===== config.mk =====
export PLATFORM = sky130hd
export DESIGN_NAME = rotary_knob_decoder_flat
export DESIGN_NICKNAME = d
export VERILOG_FILES = /design/src/hw/rtl/rkd_pkg.sv /design/src/hw/rtl/rkd_in_if.sv /design/src/hw/rtl/rkd_out_if.sv /design/src/hw/rtl/rkd_quad.sv /design/src/hw/rtl/rkd_switch.sv /design/src/hw/rtl/rotary_knob_decoder.sv /design/src/flat_wrapper.sv
export VERILOG_INCLUDE_DIRS = /design/src /design/src/hw/rtl
export SDC_FILE = /design/constraint.sdc
export NUM_CORES = 1
export LEC_CHECK = 0
export BUFFER_PORTS_ARGS = -buffer_cell sky130_fd_sc_hd__buf_2
export CORE_MARGIN = 5
export CORE_UTILIZATION = 35
export DETAILED_ROUTE_END_ITERATION = 12
export GPL_TIMING_DRIVEN = 1
export PLACE_DENSITY = 0.51
export SYNTH_ARGS = -nofsm -noshare
export SYNTH_HDL_FRONTEND = slang
export SYNTH_SLANG_ARGS = --single-unit

===== constraint.sdc =====
create_clock -name i_clk -period 6.55 [get_ports i_clk]
set_input_delay 0.655 -clock i_clk [delete_from_list [all_inputs] [get_ports i_clk]]
set_output_delay 0.655 -clock i_clk [all_outputs]
set_load 0.02 [all_outputs]

===== src/hw/rtl/rotary_knob_decoder_macros.svh =====
// assertion helpers shared by the knob decoder modules
`ifndef ROTARY_KNOB_DECODER_MACROS_SVH
`define ROTARY_KNOB_DECODER_MACROS_SVH

// same-cycle implication, quiet while reset is held
`define RKD_ASSERT_NOW(label, clk, rst_n, cond, expr, msg) \
    label: assert property (@(posedge clk) disable iff (!rst_n) (cond) |-> (expr)) \
        else $error(msg);

// next-cycle implication, quiet while reset is held
`define RKD_ASSERT_NEXT(label, clk, rst_n, cond, expr, msg) \
    label: assert property (@(posedge clk) disable iff (!rst_n) (cond) |=> (expr)) \
        else $error(msg);

`endif


===== src/hw/rtl/rkd_pkg.sv =====
`default_nettype none

package rkd_pkg;

    localparam int TIMER_WIDTH = 20;
    localparam int THRESH_WIDTH = 20;
    localparam int CMP_WIDTH = (TIMER_WIDTH > THRESH_WIDTH) ? TIMER_WIDTH : THRESH_WIDTH;
    localparam logic [TIMER_WIDTH-1:0] TIMER_MAX = {TIMER_WIDTH{1'b1}};

    localparam int AGE_WIDTH = 16;
    localparam logic [AGE_WIDTH-1:0] AGE_MAX = {AGE_WIDTH{1'b1}};
    localparam int COUNTDOWN_WIDTH = 17;

    localparam int CFG_DATA_WIDTH = 20;
    localparam int CFG_INDEX_WIDTH = 3;

    // register indexes
    localparam logic [CFG_INDEX_WIDTH-1:0] REG_STEP_LOCKOUT     = 3'd0;
    localparam logic [CFG_INDEX_WIDTH-1:0] REG_STEPS_PER_DETENT = 3'd1;
    localparam logic [CFG_INDEX_WIDTH-1:0] REG_CLICK_MIN        = 3'd2;
    localparam logic [CFG_INDEX_WIDTH-1:0] REG_LONG_PRESS_MIN   = 3'd3;
    localparam logic [CFG_INDEX_WIDTH-1:0] REG_POLL_PERIOD      = 3'd4;
    localparam logic [CFG_INDEX_WIDTH-1:0] REG_EDGE_HOLDOFF     = 3'd5;

    // event codes
    localparam logic [1:0] ROT_NONE    = 2'd0;
    localparam logic [1:0] ROT_UP      = 2'd1;
    localparam logic [1:0] ROT_DOWN    = 2'd2;
    localparam logic [1:0] PRESS_NONE  = 2'd0;
    localparam logic [1:0] PRESS_CLICK = 2'd1;
    localparam logic [1:0] PRESS_LONG  = 2'd2;

    // direction per {previous a, previous b, a, b}
    localparam logic signed [1:0] DIR_TABLE [0:15] = '{
         2'sd0, -2'sd1,  2'sd1,  2'sd0,
         2'sd1,  2'sd0,  2'sd0, -2'sd1,
        -2'sd1,  2'sd0,  2'sd0,  2'sd1,
         2'sd0,  2'sd1, -2'sd1,  2'sd0
    };

    typedef struct packed {
        logic [15:0] step_lockout;
        logic [2:0]  steps_per_detent;
        logic [19:0] click_min;
        logic [19:0] long_press_min;
        logic [15:0] poll_period;
        logic [15:0] edge_holdoff;
    } t_cfg;

endpackage

`default_nettype wire


===== src/hw/rtl/rkd_in_if.sv =====
`default_nettype none

interface rkd_in_if;
    logic valid;
    logic ready;
    logic line_a;
    logic line_b;
    logic switch_level;

    modport source (output valid, output line_a, output line_b, output switch_level,
                    input ready);
    modport sink (input valid, input line_a, input line_b, input switch_level,
                  output ready);
endinterface

`default_nettype wire


===== src/hw/rtl/rkd_out_if.sv =====
`default_nettype none

interface rkd_out_if;
    logic       valid;
    logic       ready;
    logic [1:0] rotation;
    logic [1:0] press;

    modport source (output valid, output rotation, output press, input ready);
    modport sink (input valid, input rotation, input press, output ready);
endinterface

`default_nettype wire


===== src/hw/rtl/rkd_quad.sv =====
`default_nettype none
`include "rotary_knob_decoder_macros.svh"

module rkd_quad (
    input  wire logic           i_clk,
    input  wire logic           i_rst_n,
    input  wire logic           i_adv,
    input  wire logic           i_line_a,
    input  wire logic           i_line_b,
    input  wire rkd_pkg::t_cfg  i_cfg,
    output logic [1:0]          o_rotation
);

    logic [3:0]                       r_hist, n_hist;
    logic [rkd_pkg::AGE_WIDTH-1:0]    r_age, n_age, age_inc;
    logic signed [3:0]                r_sum, n_sum;
    logic [3:0]                       idx;
    logic signed [1:0]                dir;
    logic signed [4:0]                sum_ext, lim;
    logic                             step_nz;

    always_comb begin
        age_inc = (r_age == rkd_pkg::AGE_MAX) ? r_age : r_age + 16'd1;
        idx     = {r_hist[1:0], i_line_a, i_line_b};
        dir     = rkd_pkg::DIR_TABLE[idx];
        lim     = signed'({2'b00, i_cfg.steps_per_detent});
        sum_ext = signed'({r_sum[3], r_sum}) + signed'({{3{dir[1]}}, dir});
        n_hist  = r_hist;
        n_age   = age_inc;
        n_sum   = r_sum;
        step_nz = 1'b0;
        o_rotation = rkd_pkg::ROT_NONE;
        if (age_inc >= i_cfg.step_lockout) begin
            n_hist = idx;
            if (dir != 2'sd0) begin
                step_nz = 1'b1;
                n_age   = '0;
                n_sum   = sum_ext[3:0];
                if (sum_ext >= lim) begin
                    o_rotation = rkd_pkg::ROT_UP;
                    n_sum      = '0;
                end else if (sum_ext <= -lim) begin
                    o_rotation = rkd_pkg::ROT_DOWN;
                    n_sum      = '0;
                end
            end
        end
    end

    always_ff @(posedge i_clk) begin
        if (!i_rst_n) begin
            r_hist <= 4'd3;
            r_age  <= rkd_pkg::AGE_MAX;
            r_sum  <= '0;
        end else if (i_adv) begin
            r_hist <= n_hist;
            r_age  <= n_age;
            r_sum  <= n_sum;
        end
    end

    `RKD_ASSERT_NEXT(a_step_restarts_lockout, i_clk, i_rst_n, i_adv && step_nz,
                     r_age == '0, "accepted step did not restart lockout")
    `RKD_ASSERT_NOW(a_sum_in_range, i_clk, i_rst_n, 1'b1,
                    r_sum != 4'sb1000, "step sum out of range")

endmodule

`default_nettype wire


===== src/hw/rtl/rkd_switch.sv =====
`default_nettype none
`include "rotary_knob_decoder_macros.svh"

module rkd_switch (
    input  wire logic           i_clk,
    input  wire logic           i_rst_n,
    input  wire logic           i_adv,
    input  wire logic           i_switch_level,
    input  wire rkd_pkg::t_cfg  i_cfg,
    output logic [1:0]          o_press
);

    logic                                  r_prior, n_prior;
    logic [rkd_pkg::TIMER_WIDTH-1:0]       r_timer, n_timer, timer_inc;
    logic [rkd_pkg::COUNTDOWN_WIDTH-1:0]   r_cd, n_cd;
    logic [rkd_pkg::CMP_WIDTH-1:0]         timer_cmp, long_cmp, click_cmp;
    logic [15:0]                           period;
    logic                                  sw_edge;

    always_comb begin
        timer_inc = (r_timer == rkd_pkg::TIMER_MAX) ? r_timer
                                                     : r_timer + rkd_pkg::TIMER_WIDTH'(1);
        timer_cmp = rkd_pkg::CMP_WIDTH'(timer_inc);
        long_cmp  = rkd_pkg::CMP_WIDTH'(i_cfg.long_press_min);
        click_cmp = rkd_pkg::CMP_WIDTH'(i_cfg.click_min);
        period    = (i_cfg.poll_period == 16'd0) ? 16'd1 : i_cfg.poll_period;
        n_prior   = r_prior;
        n_timer   = timer_inc;
        n_cd      = r_cd;
        sw_edge   = 1'b0;
        o_press   = rkd_pkg::PRESS_NONE;
        if (r_cd != '0) begin
            n_cd = r_cd - 17'd1;
        end else begin
            if (r_prior && !i_switch_level) begin
                n_timer = '0;
                sw_edge = 1'b1;
            end else if (!r_prior && i_switch_level) begin
                if (timer_cmp >= long_cmp) begin
                    o_press = rkd_pkg::PRESS_LONG;
                end else if (timer_cmp >= click_cmp) begin
                    o_press = rkd_pkg::PRESS_CLICK;
                end
                sw_edge = 1'b1;
            end
            n_prior = i_switch_level;
            n_cd    = {1'b0, period - 16'd1}
                      + (sw_edge ? {1'b0, i_cfg.edge_holdoff} : 17'd0);
        end
    end

    always_ff @(posedge i_clk) begin
        if (!i_rst_n) begin
            r_prior <= 1'b1;
            r_timer <= '0;
            r_cd    <= '0;
        end else if (i_adv) begin
            r_prior <= n_prior;
            r_timer <= n_timer;
            r_cd    <= n_cd;
        end
    end

    `RKD_ASSERT_NEXT(a_no_poll_in_countdown, i_clk, i_rst_n, i_adv && (r_cd != '0),
                     $stable(r_prior), "switch sampled during poll countdown")
    `RKD_ASSERT_NOW(a_press_only_on_release, i_clk, i_rst_n, o_press != rkd_pkg::PRESS_NONE,
                    !r_prior && i_switch_level && (r_cd == '0),
                    "press event without a polled release")

endmodule

`default_nettype wire


===== src/hw/rtl/rotary_knob_decoder.sv =====
// an input transaction reaches its result through the input register and then the result register
// throughput: one transaction per cycle while the output side takes each result, set by the single-pass tick logic
// the input register drains into the result register whenever that is empty or being taken
// reset (synchronous, active low) restores register defaults, lines idle high, switch released
// after reset the first accepted sample polls the switch at once
`default_nettype none
`include "rotary_knob_decoder_macros.svh"

module rotary_knob_decoder (
    input  wire logic                                i_clk,
    input  wire logic                                i_rst_n,
    rkd_in_if.sink                                   i_in_ch,
    rkd_out_if.source                                o_out_ch,
    input  wire logic                                i_cfg_wr_en,
    input  wire logic [rkd_pkg::CFG_INDEX_WIDTH-1:0] i_cfg_idx,
    input  wire logic [rkd_pkg::CFG_DATA_WIDTH-1:0]  i_cfg_wdata
);

    // configuration registers
    rkd_pkg::t_cfg r_cfg;

    // input register: one sample per transaction
    logic r_in_valid;
    logic r_in_a;
    logic r_in_b;
    logic r_in_sw;

    // result register
    logic       r_out_valid;
    logic [1:0] r_rotation;
    logic [1:0] r_press;

    logic       adv;
    logic [1:0] rotation;
    logic [1:0] press;

    // a held sample moves on when the result slot is free or emptying this cycle
    assign adv             = r_in_valid && (!r_out_valid || o_out_ch.ready);
    assign i_in_ch.ready   = !r_in_valid || adv;

    assign o_out_ch.valid    = r_out_valid;
    assign o_out_ch.rotation = r_rotation;
    assign o_out_ch.press    = r_press;

    // register writes, unknown indexes are dropped
    always_ff @(posedge i_clk) begin
        if (!i_rst_n) begin
            r_cfg.step_lockout     <= 16'd1000;
            r_cfg.steps_per_detent <= 3'd4;
            r_cfg.click_min        <= 20'd30000;
            r_cfg.long_press_min   <= 20'd800000;
            r_cfg.poll_period      <= 16'd20000;
            r_cfg.edge_holdoff     <= 16'd30000;
        end else if (i_cfg_wr_en) begin
            case (i_cfg_idx)
                rkd_pkg::REG_STEP_LOCKOUT:     r_cfg.step_lockout     <= i_cfg_wdata[15:0];
                rkd_pkg::REG_STEPS_PER_DETENT: r_cfg.steps_per_detent <= i_cfg_wdata[2:0];
                rkd_pkg::REG_CLICK_MIN:        r_cfg.click_min        <= i_cfg_wdata[19:0];
                rkd_pkg::REG_LONG_PRESS_MIN:   r_cfg.long_press_min   <= i_cfg_wdata[19:0];
                rkd_pkg::REG_POLL_PERIOD:      r_cfg.poll_period      <= i_cfg_wdata[15:0];
                rkd_pkg::REG_EDGE_HOLDOFF:     r_cfg.edge_holdoff     <= i_cfg_wdata[15:0];
                default: begin
                end
            endcase
        end
    end

    // input register, payload kept without reset
    always_ff @(posedge i_clk) begin
        if (!i_rst_n) begin
            r_in_valid <= 1'b0;
        end else if (i_in_ch.ready) begin
            r_in_valid <= i_in_ch.valid;
        end
    end

    always_ff @(posedge i_clk) begin
        if (i_in_ch.valid && i_in_ch.ready) begin
            r_in_a  <= i_in_ch.line_a;
            r_in_b  <= i_in_ch.line_b;
            r_in_sw <= i_in_ch.switch_level;
        end
    end

    // quadrature side: lockout, direction lookup, step sum
    rkd_quad u_quad (
        .i_clk      (i_clk),
        .i_rst_n    (i_rst_n),
        .i_adv      (adv),
        .i_line_a   (r_in_a),
        .i_line_b   (r_in_b),
        .i_cfg      (r_cfg),
        .o_rotation (rotation)
    );

    // switch side: poll countdown, edge detection, press timing
    rkd_switch u_switch (
        .i_clk          (i_clk),
        .i_rst_n        (i_rst_n),
        .i_adv          (adv),
        .i_switch_level (r_in_sw),
        .i_cfg          (r_cfg),
        .o_press        (press)
    );

    // result register
    always_ff @(posedge i_clk) begin
        if (!i_rst_n) begin
            r_out_valid <= 1'b0;
        end else if (adv) begin
            r_out_valid <= 1'b1;
        end else if (o_out_ch.ready) begin
            r_out_valid <= 1'b0;
        end
    end

    always_ff @(posedge i_clk) begin
        if (adv) begin
            r_rotation <= rotation;
            r_press    <= press;
        end
    end

    `RKD_ASSERT_NEXT(a_adv_fills_result, i_clk, i_rst_n, adv, r_out_valid,
                     "tick result lost on its way to the result register")

endmodule

`default_nettype wire

===== src/flat_wrapper.sv =====
// flat-port wrapper written by rule: the top's interface ports become plain ports
module rotary_knob_decoder_flat 
  (i_clk, i_rst_n, i_cfg_wr_en, i_cfg_idx, i_cfg_wdata, i_in_ch_valid, i_in_ch_line_a, i_in_ch_line_b, i_in_ch_switch_level, i_in_ch_ready, o_out_ch_valid, o_out_ch_rotation, o_out_ch_press, o_out_ch_ready);
  rkd_in_if i_in_ch_i ();
  rkd_out_if o_out_ch_i ();
  input  wire logic i_clk;
  input  wire logic i_rst_n;
  input  wire logic i_cfg_wr_en;
  input  wire logic [rkd_pkg::CFG_INDEX_WIDTH-1:0] i_cfg_idx;
  input  wire logic [rkd_pkg::CFG_DATA_WIDTH-1:0] i_cfg_wdata;
  input wire logic [$bits(i_in_ch_i.valid)-1:0] i_in_ch_valid;
  input wire logic [$bits(i_in_ch_i.line_a)-1:0] i_in_ch_line_a;
  input wire logic [$bits(i_in_ch_i.line_b)-1:0] i_in_ch_line_b;
  input wire logic [$bits(i_in_ch_i.switch_level)-1:0] i_in_ch_switch_level;
  output wire logic [$bits(i_in_ch_i.ready)-1:0] i_in_ch_ready;
  output wire logic [$bits(o_out_ch_i.valid)-1:0] o_out_ch_valid;
  output wire logic [$bits(o_out_ch_i.rotation)-1:0] o_out_ch_rotation;
  output wire logic [$bits(o_out_ch_i.press)-1:0] o_out_ch_press;
  input wire logic [$bits(o_out_ch_i.ready)-1:0] o_out_ch_ready;
  assign i_in_ch_i.valid = i_in_ch_valid;
  assign i_in_ch_i.line_a = i_in_ch_line_a;
  assign i_in_ch_i.line_b = i_in_ch_line_b;
  assign i_in_ch_i.switch_level = i_in_ch_switch_level;
  assign i_in_ch_ready = i_in_ch_i.ready;
  assign o_out_ch_valid = o_out_ch_i.valid;
  assign o_out_ch_rotation = o_out_ch_i.rotation;
  assign o_out_ch_press = o_out_ch_i.press;
  assign o_out_ch_i.ready = o_out_ch_ready;
  rotary_knob_decoder u_core (.i_clk(i_clk), .i_rst_n(i_rst_n), .i_in_ch(i_in_ch_i), .o_out_ch(o_out_ch_i), .i_cfg_wr_en(i_cfg_wr_en), .i_cfg_idx(i_cfg_idx), .i_cfg_wdata(i_cfg_wdata));
endmodule

* Word-level counts from Yosys, hierarchy flattened
Memories as Yosys holds them, arrays and structs flattened.
Index checks and enable logic that the tools add are counted.
** Word-level totals
- Bits in registers :: 160
- ROM bits :: 32
- Input bits :: 31
- Output and inout port bits :: 6
- Memories kept :: 1
** Memory list
- (no name shown) :: words 16, bits a word 2, read ports 1, clocked after Yosys merged registers in 0, wr ports 0, RTL line rkd_quad.sv:25 : dir = rkd_pkg::DIR_TABLE[idx];
** Operators by class
- Add/subtract/negate cells :: 7
- Order comparisons :: 6
- Equality and inequality tests :: 7
- Muxes and demuxes :: 22
- Bitwise logic cells :: 5
- Reduce and logical (&&, ||, !) cells :: 28
** Operator list (count)
- $mux 16 :: 5
- $mux 20 :: 3
- $ge 20x20->1 :: 2
- $add 20x1->20 const B :: 1
- $eq 20x20->1 const B :: 1
- $reduce_and 2->1 :: 9
- $add 16x16->17 :: 1
- $mux 17 :: 1
- $reduce_bool 17->1 :: 1
- $sub 17x1->17 const B :: 1
- $add 16x1->16 const B :: 1
- $eq 16x16->1 const B :: 1
- $ge 16x16->1 :: 1
- $logic_not 16->1 :: 1
- $sub 16x1->16 const B :: 1
- $mux 2 :: 4
- $mux 4 :: 2
- $mux 1 :: 7
- $eq 3x2->1 const B :: 2
- $eq 3x3->1 const B :: 2
- $reduce_or 3->1 :: 2
- $add 4x2->5 :: 1
- $ge 5x4->1 :: 1
- $ge 5x5->1 const B :: 1
- 12 further kinds :: 23

* Depth between registers and ports, before layout
- Word-level depth :: 8
- Gate-level depth with buffers :: 20
- Gate-level depth less buffers :: 18

* Cells and area by module
Synthesis repeated with hierarchy kept, for this count alone.
** Unflattened totals
- Cell total of the unflattened synthesis :: 1216
- Area, all modules :: 10307.4 sq um
** Modules (own cells, without submodules)
- rkd_switch :: instances 1, cells each 575, area an instance 4277.9 sq um, seq. area each 760.7 sq um
- rotary_knob_decoder :: instances 1, cells each 360, area an instance 3831.2 sq um, seq. area each 2072.0 sq um
- rkd_quad :: instances 1, cells each 281, area an instance 2198.4 sq um, seq. area each 440.4 sq um

* Least setup slack after synthesis
No wires, ideal clock.
- Kind :: reg-to-reg
- Start :: reg u_core.u_quad.r_age[6] in the netlist's numbering
- End :: reg u_core.r_rotation[1] (netlist: u_core.o_out_ch.rotation[1]) (data pin)
- Setup time :: 278 ps
- Data arrival time :: 3536 ps
- Path slack :: 2736 ps
- Stages on the path, launching flop included :: 14
- Period minus slack after synthesis :: 3814 ps
- Cells stage by stage :: dfxtp_1 > nand4_1 > or2_2 > or4_1 > clkbuf_1 > buf_2 > xnor2_1 > ha_1 > nand2b_1 > a2111oi_0 > a2111oi_0 > or3_1 > o21ai_0 > nor3b_1
** Between the ends
- Cells in the longest elaborated chain, start to end :: 5
** Ends and longest elaborated chain
- from (decl) :: RTL line rkd_quad.sv:15 : logic [rkd_pkg::AGE_WIDTH-1:0] r_age, n_age, age_inc;
- from (signal assigned) :: RTL line rkd_quad.sv:53 : r_age <= rkd_pkg::AGE_MAX;
- from (signal assigned) :: RTL line rkd_quad.sv:57 : r_age <= n_age;
- $add 16x1->16 / $eq 16x16->1 (equally long branches) :: RTL line rkd_quad.sv:23 : age_inc = (r_age == rkd_pkg::AGE_MAX) ? r_age : r_age + 16'd1;
- $mux 16 * :: RTL line rkd_quad.sv:23
- $ge 16x16->1 * :: RTL line rkd_quad.sv:33 : if (age_inc >= i_cfg.step_lockout) begin
- $not 1->1 (no line) *
- $reduce_or 3->1 (no line) *
- to (signal assigned) :: RTL line rotary_knob_decoder.sv:119 : r_rotation <= rotation;
- to (decl) :: RTL line rotary_knob_decoder.sv:30 : logic [1:0] r_rotation;
Every way passes the cells marked *; elsewhere a longest branch is shown, timed or not.
A chain may end at the register's enable or synchronous reset.

* Worst setup path in the final report
Same ends and word-level chain as after synthesis.

==> qor.yml <==
grt_pass1_wl_mm: 46.7
combPwrFrac: 0.327
crit_required_ns: 6.71
synth-seq-cells: 160
cp_num_buf_inv: 0
post_cts_buffers: 0
path_cells: "nand4_1, or2_2, or4_1, xnor2_1, ha_1, nand2b_1, a2111oi_0, a2111oi_0, or3_1, o21ai_0, nor3b_1"
dr_total_vias: 9012
die_w_um: 180
critical_path.startpoint: "u_core.u_quad.r_age[6]"
synthToLayoutAreaGrowth_pct: 10.9
synthCells: 1304
leakagePower_uw: 0.00460
clk_latency_ns: 0.45
rsz0062_at_grt: "no"
min_period_ns: 4.43
cp_top_family: "simple AND/OR/NAND/NOR gates"
synth_flop_cell: "dfxtp_1"
max_cap_violations: 0
syn_nets: 1432
critical_path_class: "flop to flop"
io_pins: 37
fin_crit_sh: 0.677
cts_num_sinks: 160
cp_max_fo: 14
ir_drop_uv: 202
grtUsageTotal: 0.178
slowest_stage: "or4_1"
clockBufferDepth: 2
cts_root_buffer: "clkbuf_16"
fin_setup_tns_ns: 0
final_layout_size_suffix_gt1_frac: 0.0779
drc_errors: 0
antenna_found_initial: 0
sw_frac_of_total: 0.373
arrival_ns: 4.59
numCtsBuffers: 17
area.sequential_mm2: 0.00327
path_clk_slew_ns: 0.07
multi_input_area_mm2: 0.00627
place_congestion: 0.833
diodes: 0
seq_area_frac_synth: 0.324
rows: 62
setup_viol: 0
yosysWarnings: 0
synth-edff-count: 7
dr.pass1.iters: 5
clock_skew_ns: 0.0131
grt_pass1_vias: 8351
hold_slack_ns: 0.393
post_drt_wl_per_cell_um: 17.0
syn_area_mm2: 0.0101
max_stage_delay_ns: 0.78
cts_tree: "built"
postCtsResizedCells: 0
status: "completed"
r2r_start: "u_core.u_quad.r_age[6]"
start_kind: "flop"
fillers: 2989
p_int_uw: 2030
switching_power_uw: 1210
hp-class: "input pin to flop"
slew_headroom: 0.213
async_flop_share: 0
initial_core_util: 0.353
dieArea_mm2: 0.0324
htree_levels: 4
maxSlewViolCount: 0
worst_pin_slew_ns: 1.17
power-per-cell-area_mw_per_mm2: 289
timing.fmax_mhz: 226
ant_nets: 0
nets: 1438
first_iter_violations: 651
postCtsHoldBufs: 0
crit_top_cell: "a2111oi_0"
viasPerCell: 5.28
port_buffers: 36
synth_area_per_cell_um2: 7.75
power_frac_clock: 0.325
grt-ovfl-total: 0
hold_viol: 0
p_seq_frac: 0.348
drt_wl_total_mm: 29.1
synth.distinct_cells: 71
min-delay-start: "i_in_ch_switch_level"
crit_path_end_kind: "flop"
die_y_um: 180
dp_hpwl_mm: 21.3
coreArea_mm2: 0.0286
grt_max_degree: 62
==> metrics by stage <==
step	total power, uW	instance area, um^2	utilization	instances	worst slack [ns]
5_1_grt	3440	11200	0.391	1707	1.75
6_report	3240	11200	0.391	1707	2.12
2_1_floorplan	1930	10100	-	1304	2.74
4_1_cts	3260	11200	0.391	1707	2.17
3_3_place_gp	2190	10600	0.370	1675	2.31
3_5_place_dp	2200	10600	0.370	1675	2.19
==> cell families (layout without fill, tap and decap cells) <==
group | after synthesis | in the layout | synth area share
AND/OR/NAND/NOR | 515 | 515 | 0.238
multiplexers | 15 | 15 | 0.0168
adder cells (fa/ha/maj) | 97 | 97 | 0.122
flip-flops | 160 | 160 | 0.324
XOR/XNOR | 54 | 54 | 0.0468
buffers and inverters | 146 | 165 | 0.0555
AO/OA/AOI/OAI | 317 | 317 | 0.197
==> placed cells by master (no fill, tap or decap), drive strengths merged, types with 4 or more instances in the layout <==
master	n
a31oi	19
nor3	35
nor4	6
and2	7
o21a	13
a221oi	4
inv	96
or3	13
or4	7
a21o	15
ha	95
buf	44
and4	6
dfxtp	153
o21ai	52
a21oi	118
nor2b	26
o211ai	36
nor2	64
xor2	19
clkbuf	18
and3	8
or2	9
nand2	243
mux2	6
mux2i	8
nand2b	8
a22o	4
edfxtp	7
nand3	49
o31ai	9
xnor2	35
a211oi	10
nand4	28
==> cell usage after synthesis, drive strengths merged (4+ instances only) <==
cell    count  area share
a211oi     10      0.0074
a21o       15       0.011
a21oi     118       0.059
a221oi      4      0.0035
a22o        4      0.0035
a31oi      19       0.012
and2        7      0.0043
and3        8      0.0051
and4        6      0.0052
buf         4      0.0027
clkbuf     53       0.020
dfxtp     153        0.30
edfxtp      7       0.021
ha         95        0.12
inv        88       0.033
mux2        6      0.0067
mux2i       8      0.0079
nand2     243       0.091
nand2b      8      0.0050
nand3      49       0.024
nand4      28       0.017
nor2       64       0.025
nor2b      26       0.016
nor3       35       0.017
nor4        6      0.0037
o211ai     36       0.027
o21a       13      0.0097
o21ai      52       0.026
o31ai       9      0.0067
or2         9      0.0056
or3        13      0.0082
or4         7      0.0062
xnor2      35       0.030
xor2       19       0.016
==> power by group through the flow <==
stage                     sequential [uW]  combinational [uW]  clock [uW]
final                                1130                1060        1050
after global routing                 1140                1190        1110
after CTS                            1130                1060        1070
after detailed placement             1150                1050           0
after global placement               1150                1050           0
after floorplan                      1130                 804           0
==> flip-flops by register name (all words and copies together) (netlist names), 2 cells and up <==
signal and cells:
u_core.r_cfg 91, u_core.u_switch.r_timer 20, u_core.u_switch.r_cd 17, u_core.u_quad.r_age 16
u_core.u_quad.r_sum 4, u_core.o_out_ch.press 2, u_core.o_out_ch.rotation 2, u_core.u_quad.r_hist 2
==> layer usage <==
layer | vias to the layer above | wire, um | global-route usage
met5 | - | 0 | 0
met4 | 0 | 363 | 0.0405
met3 | 20 | 1070 | 0.0309
met2 | 168 | 12900 | 0.277
met1 | 4204 | 14800 | 0.257
li1 | 4620 | - | -
==> worst register-to-register path, cell delays in order (launching register included) <==
cell       delay [ns]
dfxtp_1          0.44
nand4_1          0.23
or2_2            0.39
or4_1            0.78
xnor2_1          0.27
ha_1             0.25
nand2b_1         0.14
a2111oi_0        0.44
a2111oi_0        0.16
or3_1            0.44
o21ai_0          0.51
nor3b_1          0.11
==> layout make-up <==
class	count	share of cell area
well taps	384	0.0429
clock inverters	14	0.0150
inverters	89	0.0298
repair buffers	44	0.0215
multi-input cells	998	0.560
clock buffers	18	0.0383
flip-flops and latches	160	0.292
==> path summary, 6_finish.rpt <==
path	end	slack, ns	cells past startpoint
max reg2reg	u_core.o_out_ch.rotation[1]	2.12	11
max	u_core.o_out_ch.rotation[1]	2.12	11
min reg2reg	u_core.r_cfg[11]	0.45	2
min	u_core.r_in_sw	0.39	1
Note: power is estimated with default switching activity, not from simulation.
